[config.mk]
export PLATFORM = sky130hd
export DESIGN_NAME = lraws_ctrl
export DESIGN_NICKNAME = d
export VERILOG_FILES = /design/src/rtl/lraws_pkg.sv /design/src/rtl/lraws_ctrl.sv
export SDC_FILE = /design/constraint.sdc
export NUM_CORES = 1
export LEC_CHECK = 0
export BUFFER_PORTS_ARGS = -buffer_cell sky130_fd_sc_hd__buf_2
export CAP_MARGIN = 20
export CORE_AREA = 2 2 39 41
export CTS_BUF_LIST = sky130_fd_sc_hd__clkbuf_4 sky130_fd_sc_hd__clkbuf_8
export DETAILED_ROUTE_END_ITERATION = 12
export DIE_AREA = 0 0 41 43
export PLACE_DENSITY = 0.6
export SETUP_SLACK_MARGIN = 0.1
export SYNTH_ARGS = -nofsm -noshare
export SYNTH_HDL_FRONTEND = slang
export SYNTH_SLANG_ARGS = --single-unit
[constraint.sdc]
create_clock -name clock -period 1.46 [get_ports clock]
set_input_delay 0.073 -clock clock [delete_from_list [all_inputs] [get_ports clock]]
set_output_delay 0.073 -clock clock [all_outputs]
set_load 0.02 [all_outputs]
[src/rtl/lraws_pkg.sv]
`timescale 1ns / 1ps
// ----------------------------------------------------------------------------
// lraws_pkg: shared types and constants
// Command codes, controller states and the controller/datapath interface
// of the range-add weighted-sum block.
// ----------------------------------------------------------------------------
package lraws_pkg;

   localparam int LEAVES  = 1024;
   localparam int IDX_W   = $clog2(LEAVES);
   localparam int CNT_W   = IDX_W + 1;
   localparam int START_W = 10;
   localparam int END_W   = 11;
   localparam int CFG_W   = 11;
   localparam int VAL_W   = 32;
   localparam int DATA_W  = 64;

   typedef enum logic [1:0] {
      CMD_LOAD  = 2'd0,
      CMD_ADD   = 2'd1,
      CMD_QUERY = 2'd2,
      CMD_NONE  = 2'd3
   } cmd_type;

   typedef enum logic [3:0] {
      ST_CLEAR,
      ST_IDLE,
      ST_DISPATCH,
      ST_ADD_READ,
      ST_ADD_WRITE,
      ST_QRY_READ,
      ST_QRY_MUL,
      ST_QRY_ACC,
      ST_QRY_DONE
   } state_type;

   // controller -> datapath
   typedef struct packed {
      logic take_req;
      logic clear_wr;
      logic load_wr;
      logic sweep_init;
      logic rd;
      logic mul;
      logic acc;
      logic add_wr;
      logic idx_next;
      logic rsp_load;
   } ctl_type;

   // datapath -> controller
   typedef struct packed {
      cmd_type cmd;
      logic    range_ok;
      logic    loaded_done;
      logic    load_ok;
      logic    sweep_last;
      logic    clear_last;
      logic    rsp_free;
   } sts_type;

endpackage

[src/rtl/lraws_ctrl.sv]
`timescale 1ns / 1ps
// ----------------------------------------------------------------------------
// lraws_ctrl: sequencing state machine
// Runs the clearing pass, dispatches requests and steps element sweeps.
// ----------------------------------------------------------------------------
module lraws_ctrl (
   input  logic               clock,
   input  logic               reset,
   input  logic               req_valid,
   output logic               req_stall,
   input  lraws_pkg::sts_type sts,
   output lraws_pkg::ctl_type ctl
);
   import lraws_pkg::*;

   state_type state_ff;
   state_type state_in;

   always_ff @(posedge clock) begin
      if (reset) begin
         state_ff <= ST_CLEAR;
      end else begin
         state_ff <= state_in;
      end
   end

   always_comb begin
      state_in = state_ff;
      unique case (state_ff)
         ST_CLEAR: begin
            if (sts.clear_last) state_in = ST_IDLE;
         end
         ST_IDLE: begin
            if (req_valid) state_in = ST_DISPATCH;
         end
         ST_DISPATCH: begin
            state_in = ST_IDLE;
            unique case (sts.cmd)
               CMD_ADD: begin
                  if (sts.loaded_done && sts.range_ok) state_in = ST_ADD_READ;
               end
               CMD_QUERY: begin
                  if (sts.loaded_done) begin
                     state_in = sts.range_ok ? ST_QRY_READ : ST_QRY_DONE;
                  end
               end
               default: state_in = ST_IDLE;
            endcase
         end
         ST_ADD_READ:  state_in = ST_ADD_WRITE;
         ST_ADD_WRITE: state_in = sts.sweep_last ? ST_IDLE : ST_ADD_READ;
         ST_QRY_READ:  state_in = ST_QRY_MUL;
         ST_QRY_MUL:   state_in = ST_QRY_ACC;
         ST_QRY_ACC:   state_in = sts.sweep_last ? ST_QRY_DONE : ST_QRY_READ;
         ST_QRY_DONE: begin
            if (sts.rsp_free) state_in = ST_IDLE;
         end
         default: state_in = ST_CLEAR;
      endcase
   end

   always_comb begin
      ctl       = '0;
      req_stall = 1'b1;
      unique case (state_ff)
         ST_CLEAR: begin
            ctl.clear_wr = 1'b1;
            ctl.idx_next = 1'b1;
         end
         ST_IDLE: begin
            req_stall    = 1'b0;
            ctl.take_req = req_valid;
         end
         ST_DISPATCH: begin
            ctl.load_wr    = (sts.cmd == CMD_LOAD) && sts.load_ok;
            ctl.sweep_init = ((sts.cmd == CMD_ADD) || (sts.cmd == CMD_QUERY))
                             && sts.loaded_done;
         end
         ST_ADD_READ: ctl.rd = 1'b1;
         ST_ADD_WRITE: begin
            ctl.add_wr   = 1'b1;
            ctl.idx_next = 1'b1;
         end
         ST_QRY_READ: ctl.rd  = 1'b1;
         ST_QRY_MUL:  ctl.mul = 1'b1;
         ST_QRY_ACC: begin
            ctl.acc      = 1'b1;
            ctl.idx_next = 1'b1;
         end
         ST_QRY_DONE: ctl.rsp_load = sts.rsp_free;
         default: ctl = '0;
      endcase
   end

endmodule

After elaboration in Yosys (flattened, before gate mapping)
Cells that the tools add are included.
{ "op_classes": {"eq_ne": 13, "mux": 20, "n_reduce_logical": 9} }
{ "op_table": {"columns": ["cell", "n"], "rows": [
  ["$pmux 4 s9", 1],
  ["$mux 4", 6],
  ["$eq 4x3->1 const B", 4],
  ["$mux 1", 9],
  ["$eq 4x2->1 const B", 2],
  ["$pmux 4 s2", 1],
  ["$mux 2", 3],
  ["$ne 2x2->1 const B", 3],
  ["$eq 4x1->1 const B", 1],
  ["$eq 4x4->1 const B", 1],
  ["$logic_not 4->1", 1],
  ["$logic_and 1x1->1", 3],
  ["$reduce_and 3->1", 1],
  ["$reduce_or 3->1", 1],
  ["$eq 2x1->1 const B", 1],
  ["$eq 2x2->1 const B", 1],
  ["$logic_not 2->1", 1],
  ["$reduce_or 2->1", 1],
  ["$logic_or 1x1->1", 1]
]} }
{ "totals": {"regBits": 4, "input_bits": 11} }

Depth between registers and ports, before layout
Gate-level depths: netlist (run 1).
{ "logic_depth": {"ltp_word": 4, "ltp_mapped": 6, "ltp_nobuf": 6} }

Worst setup path after synthesis (run 1)
Ideal clock, no wire load.
{ "synth_timing": {"path_kind": "reg-to-reg", "from": "reg state_ff[2]", "to": "reg state_ff[1]", "setup_time_ns": 0.073, "arrival_ns": 1.255, "setup_slack_ns": 0.132, "path_stages_with_launch": 6, "n_path_buf": 1, "synth_period_minus_slack_ns": 1.328, "cell_sequence": "dfxtp_1 buf_6 nor3_2 and3_1 o21bai_1 nor3b_2"} }
{ "synth_between": {"elab_chain_len": 3} }
{ "synth_rtl": {"columns": ["item", "line_no", "rtl"], "rows": [
  ["start, declared", "lraws_ctrl.sv:16", "state_type state_ff;"],
  ["start signal, assigned", "lraws_ctrl.sv:23", "state_ff <= state_in;"],
  ["$eq 4x4->1 (tied with other cells)", "lraws_ctrl.sv:29", "unique case (state_ff)"],
  ["$ne 2x2->1 (no line)", null, null],
  ["$reduce_and 3->1 (no line)", null, null]
]} }
Parallel ways exist; a longest one is shown, timed or not.
A chain may end at the register's enable or synchronous reset.

==> reports/summary.md, run 1 <==
The number of setup violations in the final report came out at 0. The die covers 0.00176 mm². The final layout contains 100 nets. Once detail routing completed, the nets flagged for antenna violations numbered 0. The via density per instance is 5.16, and the maximum number of pins on one net before global-route repair is 11. Counting flops and latches in the post-synthesis netlist gives 4. The register with the most flip-flops in the layout has 4 of them. The placement-stage worst setup slack is 24.9 ps, and the filler cell count is 135. After synthesis, the netlist uses 31 different library cells. The count of cells along the worst register-to-register path was 5; the final max-slew violation count was 0. Once the floorplan was initialized, standard cells occupied 33.5% of the core. In this run the tightest slew margin relative to its limit is 79.7%.

Class of the worst hold path: in2reg. The count of mapped cells out of synthesis is 58. Clock latency on the worst-skew pair, taken at its later pin, is 240 ps.

The clock-pin slew on the worst setup and hold paths works out to 40 ps. The non-filler instance count after layout is 100. The logs give 0 for the number of hold-slack violations in the final timing report and 1270 ps for the endpoint arrival time on the critical path. In this run the worst path has a maximum fanout of 7.

Across the run, the number of max-cap violations was 0. The analysis attributes to cell leakage a power of 0.000323 µW. The startpoint identified for the worst register-to-register timing path is state_ff[0]. Along the worst hold path, the cell count comes to 2. The tools report the type of origin of the critical path as a flip-flop. The worst register-to-register path ends at state_ff[2]. The initial antenna violation count came out at 0. The final clock period utilization by the worst path is 91.9%. After detailed routing, the number of remaining DRC violations is 0. The run finished with clean final reports. The mean routed wirelength per cell is 11.6 µm. The number of standard-cell rows in the floorplan was 14. In the layout the commonest cells are sky130_fd_sc_hd__buf_2 (19), sky130_fd_sc_hd__buf_4 (8), sky130_fd_sc_hd__nor2_1 (6). 22 I/O pins were placed.

The sequential-to-total area share from yosys stat came out at 17.3%. The root buffer selected by CTS was sky130_fd_sc_hd__clkbuf_4. The die is 41 µm wide. The number of clock sinks is 4.

The largest registers in the layout are state_ff: 4 flops. Synthesis produced a netlist with a net count of 72. The first global-routing pass estimated 1.83 mm of wire.

Global routing used 14.5% of the available tracks. The die is 43 µm tall. The overall routed net length was 1.16 mm; the antenna cell count was 0. The tools report the number of warnings reported in the yosys synthesis log as 0. The library cell used most frequently in the layout, excluding fill and tap cells, is sky130_fd_sc_hd__buf_2. Total core area: 0.00138 mm². The number of hold buffers added after CTS came out at 0. The wire-length estimate of the detail-placed layout is 871 µm. No sink is reached through more buffers than the 2 on the longest clock path.

TritonCTS created 3 clock buffers. The design draws 599 µW. Setup slack on the worst reg-to-reg path comes out at 160 ps. The total via count in the routed design is 516, and the leftover overflow at the end of global routing is 0.

The setup TNS is 0 ps. The mapped netlist covers 464 µm². The run gives 473 as the number of global-route vias before repair. The run gives 1 as the level count of the clock H-tree. For hold timing, the worst endpoint is state_ff[2].

Relative to the synthesized area, the layout overhead comes to 45.8%. Input and output buffers added on the ports amount to 21. TritonCTS built the clock tree. Between clock sinks in the finished design, the worst skew comes to 0.642 ps. VDD sags by at most 0.000370 V. For the pin with the worst max-slew slack, the measured transition is 305 ps. For the data required time of the worst path, the log shows 1390 ps. Setup slack closes at 118 ps. For this run, the detailed router's first-pass iteration total came to 5. In this run the power density over the cells is 885 mW/mm².

Cells with a size suffix above 1 make up 50.0% of the layout. The highest achievable clock rate is 745 MHz, and the number of DRC markers in iteration 0 is 12. For the final estimated routing congestion in global placement, the log shows 0.792. The tools report the final core area utilization as 48.9%.

Setup repair after global routing could not meet its margin everywhere. The critical path class is reg2out. Each instance of the synthesized netlist takes up on average 8.00 µm². Once placement completed, the tool counted placed cells totaling 95. The worst hold path begins at reset. The clock period minus worst slack is 1340 ps.

More flip-flops sit in one register than any other, and that register is state_ff. The nature of the critical path endpoint is an output pin.
==> worst max-delay path: stages (launching register included) <==
cell and delay (ps):
sky130_fd_sc_hd__dfxtp_4 370, sky130_fd_sc_hd__nor4b_4 300, sky130_fd_sc_hd__and3_4 230, sky130_fd_sc_hd__buf_4 140
==> metrics by stage <==
stage               hold WS [ps]  instance area, µm²
global placement             291                 588
CTS                         30.3                 647
global route                40.1                 677
floorplan                    142                 464
detailed placement           284                 588
finish                      36.3                 677
==> per-layer routing <==
layer	vias to the layer above	track usage [%]	share of wire (%)
met2	18	25.0	51
li1	263	-	-
met4	0	6.00	1.5
met3	2	0	4.1
met5	-	0	0
met1	233	17.9	44
==> cell type report <==
| class | instances | area, µm² | share of cell area, % |
|---|---|---|---|
| sequential | 4 | 95.1 | 14.0 |
| timing repair buffer | 27 | 155 | 22.9 |
| inverter | 5 | 18.8 | 2.77 |
| clock buffer | 3 | 22.5 | 3.33 |
| multi-input combinational | 45 | 365 | 54.0 |
| tap | 16 | 20.0 | 2.96 |
==> repair_timing <==
item | in CTS | in global routing
pin swaps | 2 | 1
gates resized for setup | 9 | 6
endpoints found under the setup margin | 9 | 9
buffers inserted | 2 | 0
==> logic make-up (layout without fill, tap and decap cells) <==
kind of cell | after synthesis | after routing | share of synthesized area (%)
AOI/OAI and AO/OA | 14 | 14 | 21.8
xor gates and xnor gates | 1 | 1 | 1.89
adders and majority gates | 3 | 3 | 8.09
buffers and inverters | 9 | 35 | 10.8
DFF | 4 | 4 | 17.3
and+or+nand+nor | 27 | 27 | 40.2
==> power by group <==
group	leakage, µW	switching, µW	internal (µW)
Combinational	0.000274	148	149
Clock	0.0000138	48.5	92.2
Sequential	0.0000355	37.4	123
Total	0.000323	234	365
==> cells in the mapped netlist, drive strengths merged <==
cell type | count | area [µm²]
a32oi | 1 | 8.76
o21bai | 1 | 7.51
nor2 | 6 | 22.5
a21o | 1 | 7.51
a21oi | 5 | 25.0
xnor2 | 1 | 8.76
nor3 | 2 | 15.0
nand2b | 5 | 31.3
a31oi | 1 | 6.26
nor4 | 1 | 6.26
a2bb2oi | 1 | 8.76
and2 | 1 | 6.26
and3 | 4 | 30.0
o22ai | 1 | 6.26
ha | 3 | 37.5
nor4b | 2 | 32.5
a211o | 1 | 8.76
nor3b | 3 | 27.5
inv | 5 | 18.8
a211oi | 1 | 7.51
nand2 | 2 | 7.51
a2111oi | 1 | 15.0
buf | 4 | 31.3
nand3b | 1 | 7.51
dfxtp | 4 | 80.1
==> worst max-delay path by stage <==
stage          slack (ps)     endpoint         from
4_1_cts               100       ctl[9]  state_ff[2]
2_1_floorplan         130  state_ff[1]  state_ff[2]
3_5_place_dp           20  state_ff[1]  state_ff[1]
5_1_grt                60       ctl[9]  state_ff[2]
6_report              120       ctl[6]  state_ff[0]
3_3_place_gp           40  state_ff[1]  state_ff[1]
(Power assumes the default switching activity.)
==> run 2, diff against run 1 <==
Settings changed: CTS_BUF_LIST sky130_fd_sc_hd__clkbuf_4 sky130_fd_sc_hd__clkbuf_8 to sky130_fd_sc_hd__clkbuf_16.
==> run 2 against run 1 <==
Compared with the run above: critical path depth is the same; first-iteration DRC count down 83%; non-clock buffer count fell by 1; cell area grew 4.3%; worst hold slack improved by 14 ps; die area stayed put; clock power rose to 3.0 times the previous value; final cell count is 1.0% lower; critical path type unchanged; critical endpoint is now ctl[0].
==> reports/summary.md, run 2 (synthesized netlist as in run 1, its figures left out) <==
The global-route wire length before repair was 1.85 mm (was 1.83 mm); the number of nets at the end of the flow was 99 (was 100). The count of cells along the worst register-to-register path is 4 (was 5). The layout overhead on the synthesized area came out at 52.0% (was 45.8%). The tools report the root buffer selected by CTS as sky130_fd_sc_hd__clkbuf_16 (was sky130_fd_sc_hd__clkbuf_4). The final core area utilization came out at 51.0% (was 48.9%). The starting density of the core is 33.5% (unchanged), and the clock-pin slew on the worst setup and hold paths is 30 ps (was 40 ps). For the maximum number of pins on one net before global-route repair, the log shows 11 (unchanged). The type of origin of the critical path was a flip-flop (unchanged). The residual antenna-violating net count after detailed routing was 0 (unchanged). Antenna cell count: 0 (unchanged). Source of the worst register-to-register timing path: state_ff[0] (unchanged). The launch point of the worst path is state_ff[2] (was state_ff[0]). The endpoint arrival time on the critical path came out at 1270 ps (about the same). The number of flip-flops under the largest register name works out to 4 (unchanged). The most common cell after layout, fill and taps aside is sky130_fd_sc_hd__buf_2 (unchanged).

The number of CTS-inserted buffers was 3 (unchanged); the number of global-route vias before repair was 471 (was 473). The overall routed net length is 1.17 mm (was 1.16 mm), and the maximum fanout encountered on the critical timing path is 9 (was 7). The final clock period utilization by the worst path is 91.9% (about the same). The tools report the worst clock skew as 3.20 ps (was 0.642 ps). The logs give 745 MHz (about the same) for the highest achievable clock rate and 502 (was 516) for the total via count in the routed design. The tools report the final max-slew violation count as 0 (unchanged).

Largest vdd supply drop: 0.000561 V (was 0.000370 V). The logs give 0.792 (unchanged) for the final estimated routing congestion in global placement and 2 (unchanged) for the maximum number of buffers from clock root to sink. For the number of clock sinks, the log shows 4 (unchanged). The number of setup violations in the final report is 0 (unchanged). Actual transition at the worst max-transition pin: 302 ps (was 305 ps). The final critical-path setup slack was 118 ps (about the same). Most used cells in the layout excluding fill and tap cells: sky130_fd_sc_hd__buf_2 (20), sky130_fd_sc_hd__nor2_1 (6), sky130_fd_sc_hd__buf_4 (6) (was sky130_fd_sc_hd__buf_2 (19), sky130_fd_sc_hd__buf_4 (8), sky130_fd_sc_hd__nor2_1 (6)). Level count of the clock H-tree: 1 (unchanged). The leakage dissipation was 0.000340 µW (was 0.000323 µW); the total core area was 0.00138 mm² (unchanged). The die span in y works out to 43 µm (unchanged). The mean routed wirelength per cell was 11.8 µm (was 11.6 µm). Registers with the highest flip-flop counts: state_ff: 4 flops (unchanged). The class of the worst hold path is in2reg (unchanged). The clock insertion delay at the later pin of the skew report is 220 ps (was 240 ps), and the power per standard cell area is 1230 mW/mm² (was 885 mW/mm²). The worst hold path cell count is 2 (unchanged). The via density per instance works out to 5.07 (was 5.16). Number of hold-slack violations in the final timing report: 0 (unchanged). Critical path endpoint: ctl[0] (was ctl[6]). The run gives 868 µW (was 599 µW) as the post-route total power. The flow ran to the end, and the final reports show no timing, DRC or antenna violations.

The data required time of the worst path was 1390 ps (about the same). The register bank with the most flops was state_ff (unchanged). The ratio of cells with drive above 1 in the final layout is 48.2% (was 50.0%). The worst hold slack came out at 50.4 ps (was 36.3 ps).

The number of iterations in the first detailed-routing pass is 4 (was 5). Critical path class: reg2out (unchanged). The leftover overflow at the end of global routing is 0 (unchanged). The setup TNS is 0 ps (unchanged), and the number of maximum-capacitance violations is 0 (unchanged). Setup repair after global routing could not meet its margin everywhere. The tools report the register-to-register setup slack as 170 ps (was 160 ps).

The clock period minus worst slack was 1340 ps (about the same); the floorplan die area was 0.00176 mm² (unchanged). Nature of the critical path endpoint: an output pin (unchanged). For the number of DRC markers in iteration 0, the log shows 2 (was 12). TritonCTS built the clock tree. The logs give 79.8% (was 79.7%) for the headroom to the max-slew limit and 0 (unchanged) for the initial antenna violation count.

The number of standard-cell rows in the floorplan was 14 (unchanged); the number of primary I/O pins was 22 (unchanged). The filler cell count came out at 130 (was 135). Capture instance of the worst register-to-register path: state_ff[1] (was state_ff[2]). The sum of net half-perimeters after detailed placement is 871 µm (unchanged), and the count of input and output buffers is 21 (unchanged).

The die width was 41 µm (unchanged). The overall global routing resource usage is 14.9% (was 14.5%), and the placement-stage worst setup slack is 24.9 ps (unchanged). For the DRC violation count after routing, the log shows 0 (unchanged).
==> run 2: critical path, cell delays in order, from the launching register on <==
cell	delay, ps
sky130_fd_sc_hd__dfxtp_4	380
sky130_fd_sc_hd__nor3_2	290
sky130_fd_sc_hd__and3_1	210
sky130_fd_sc_hd__buf_2	160
==> run 2: worst min-delay path by stage <==
| stage | from | to | slack, ps |
|---|---|---|---|
| 2_1_floorplan | reset | state_ff[3] | 140 |
| 3_3_place_gp | reset | state_ff[2] | 290 |
| 3_5_place_dp | reset | state_ff[3] | 280 |
| 4_1_cts | reset | state_ff[3] | 50 |
| 5_1_grt | reset | state_ff[3] | 60 |
| 6_report | reset | state_ff[3] | 50 |
==> run 2: stage by stage <==
stage | area (µm²) | std cells
5_1_grt | 706 | 99
3_3_place_gp | 588 | 95
2_1_floorplan | 464 | 58
4_1_cts | 679 | 98
6_report | 706 | 99
3_5_place_dp | 588 | 95
==> run 2: routing by layer <==
layer | wire length [µm] | part of all wire (%) | vias up | track usage [%]
li1 | - | - | 260 | -
met1 | 511 | 44 | 226 | 17.9
met2 | 600 | 51 | 16 | 24.4
met3 | 55 | 4.7 | 0 | 2.62
met4 | 0 | 0 | 0 | 6.67
met5 | 0 | 0 | - | 0
==> run 2: layout make-up <==
class	instances	area, µm²	share of cell area [%]
multi-input cells	45	354	50.2
clock buffers	3	75.1	10.6
repair buffers	26	145	20.6
flip-flops and latches	4	92.6	13.1
well taps	16	20.0	2.84
inverters	5	18.8	2.66
==> run 2: timing repair <==
action / CTS / global route
setup buffers: 0 / 1
pin swaps: 0 / 1
endpoints found under the hold margin: 0 / 0
resized for setup: 7 / 4
hold buffers: 0 / 0
setup endpoints to repair: 9 / 6
==> run 2: where the power goes <==
| group | internal (µW) | switching [µW] | leakage (µW) |
|---|---|---|---|
| clock network | 350 | 79.4 | 0.0000370 |
| registers | 126 | 38.3 | 0.0000352 |
| logic | 132 | 142 | 0.000268 |
| total | 608 | 260 | 0.000340 |
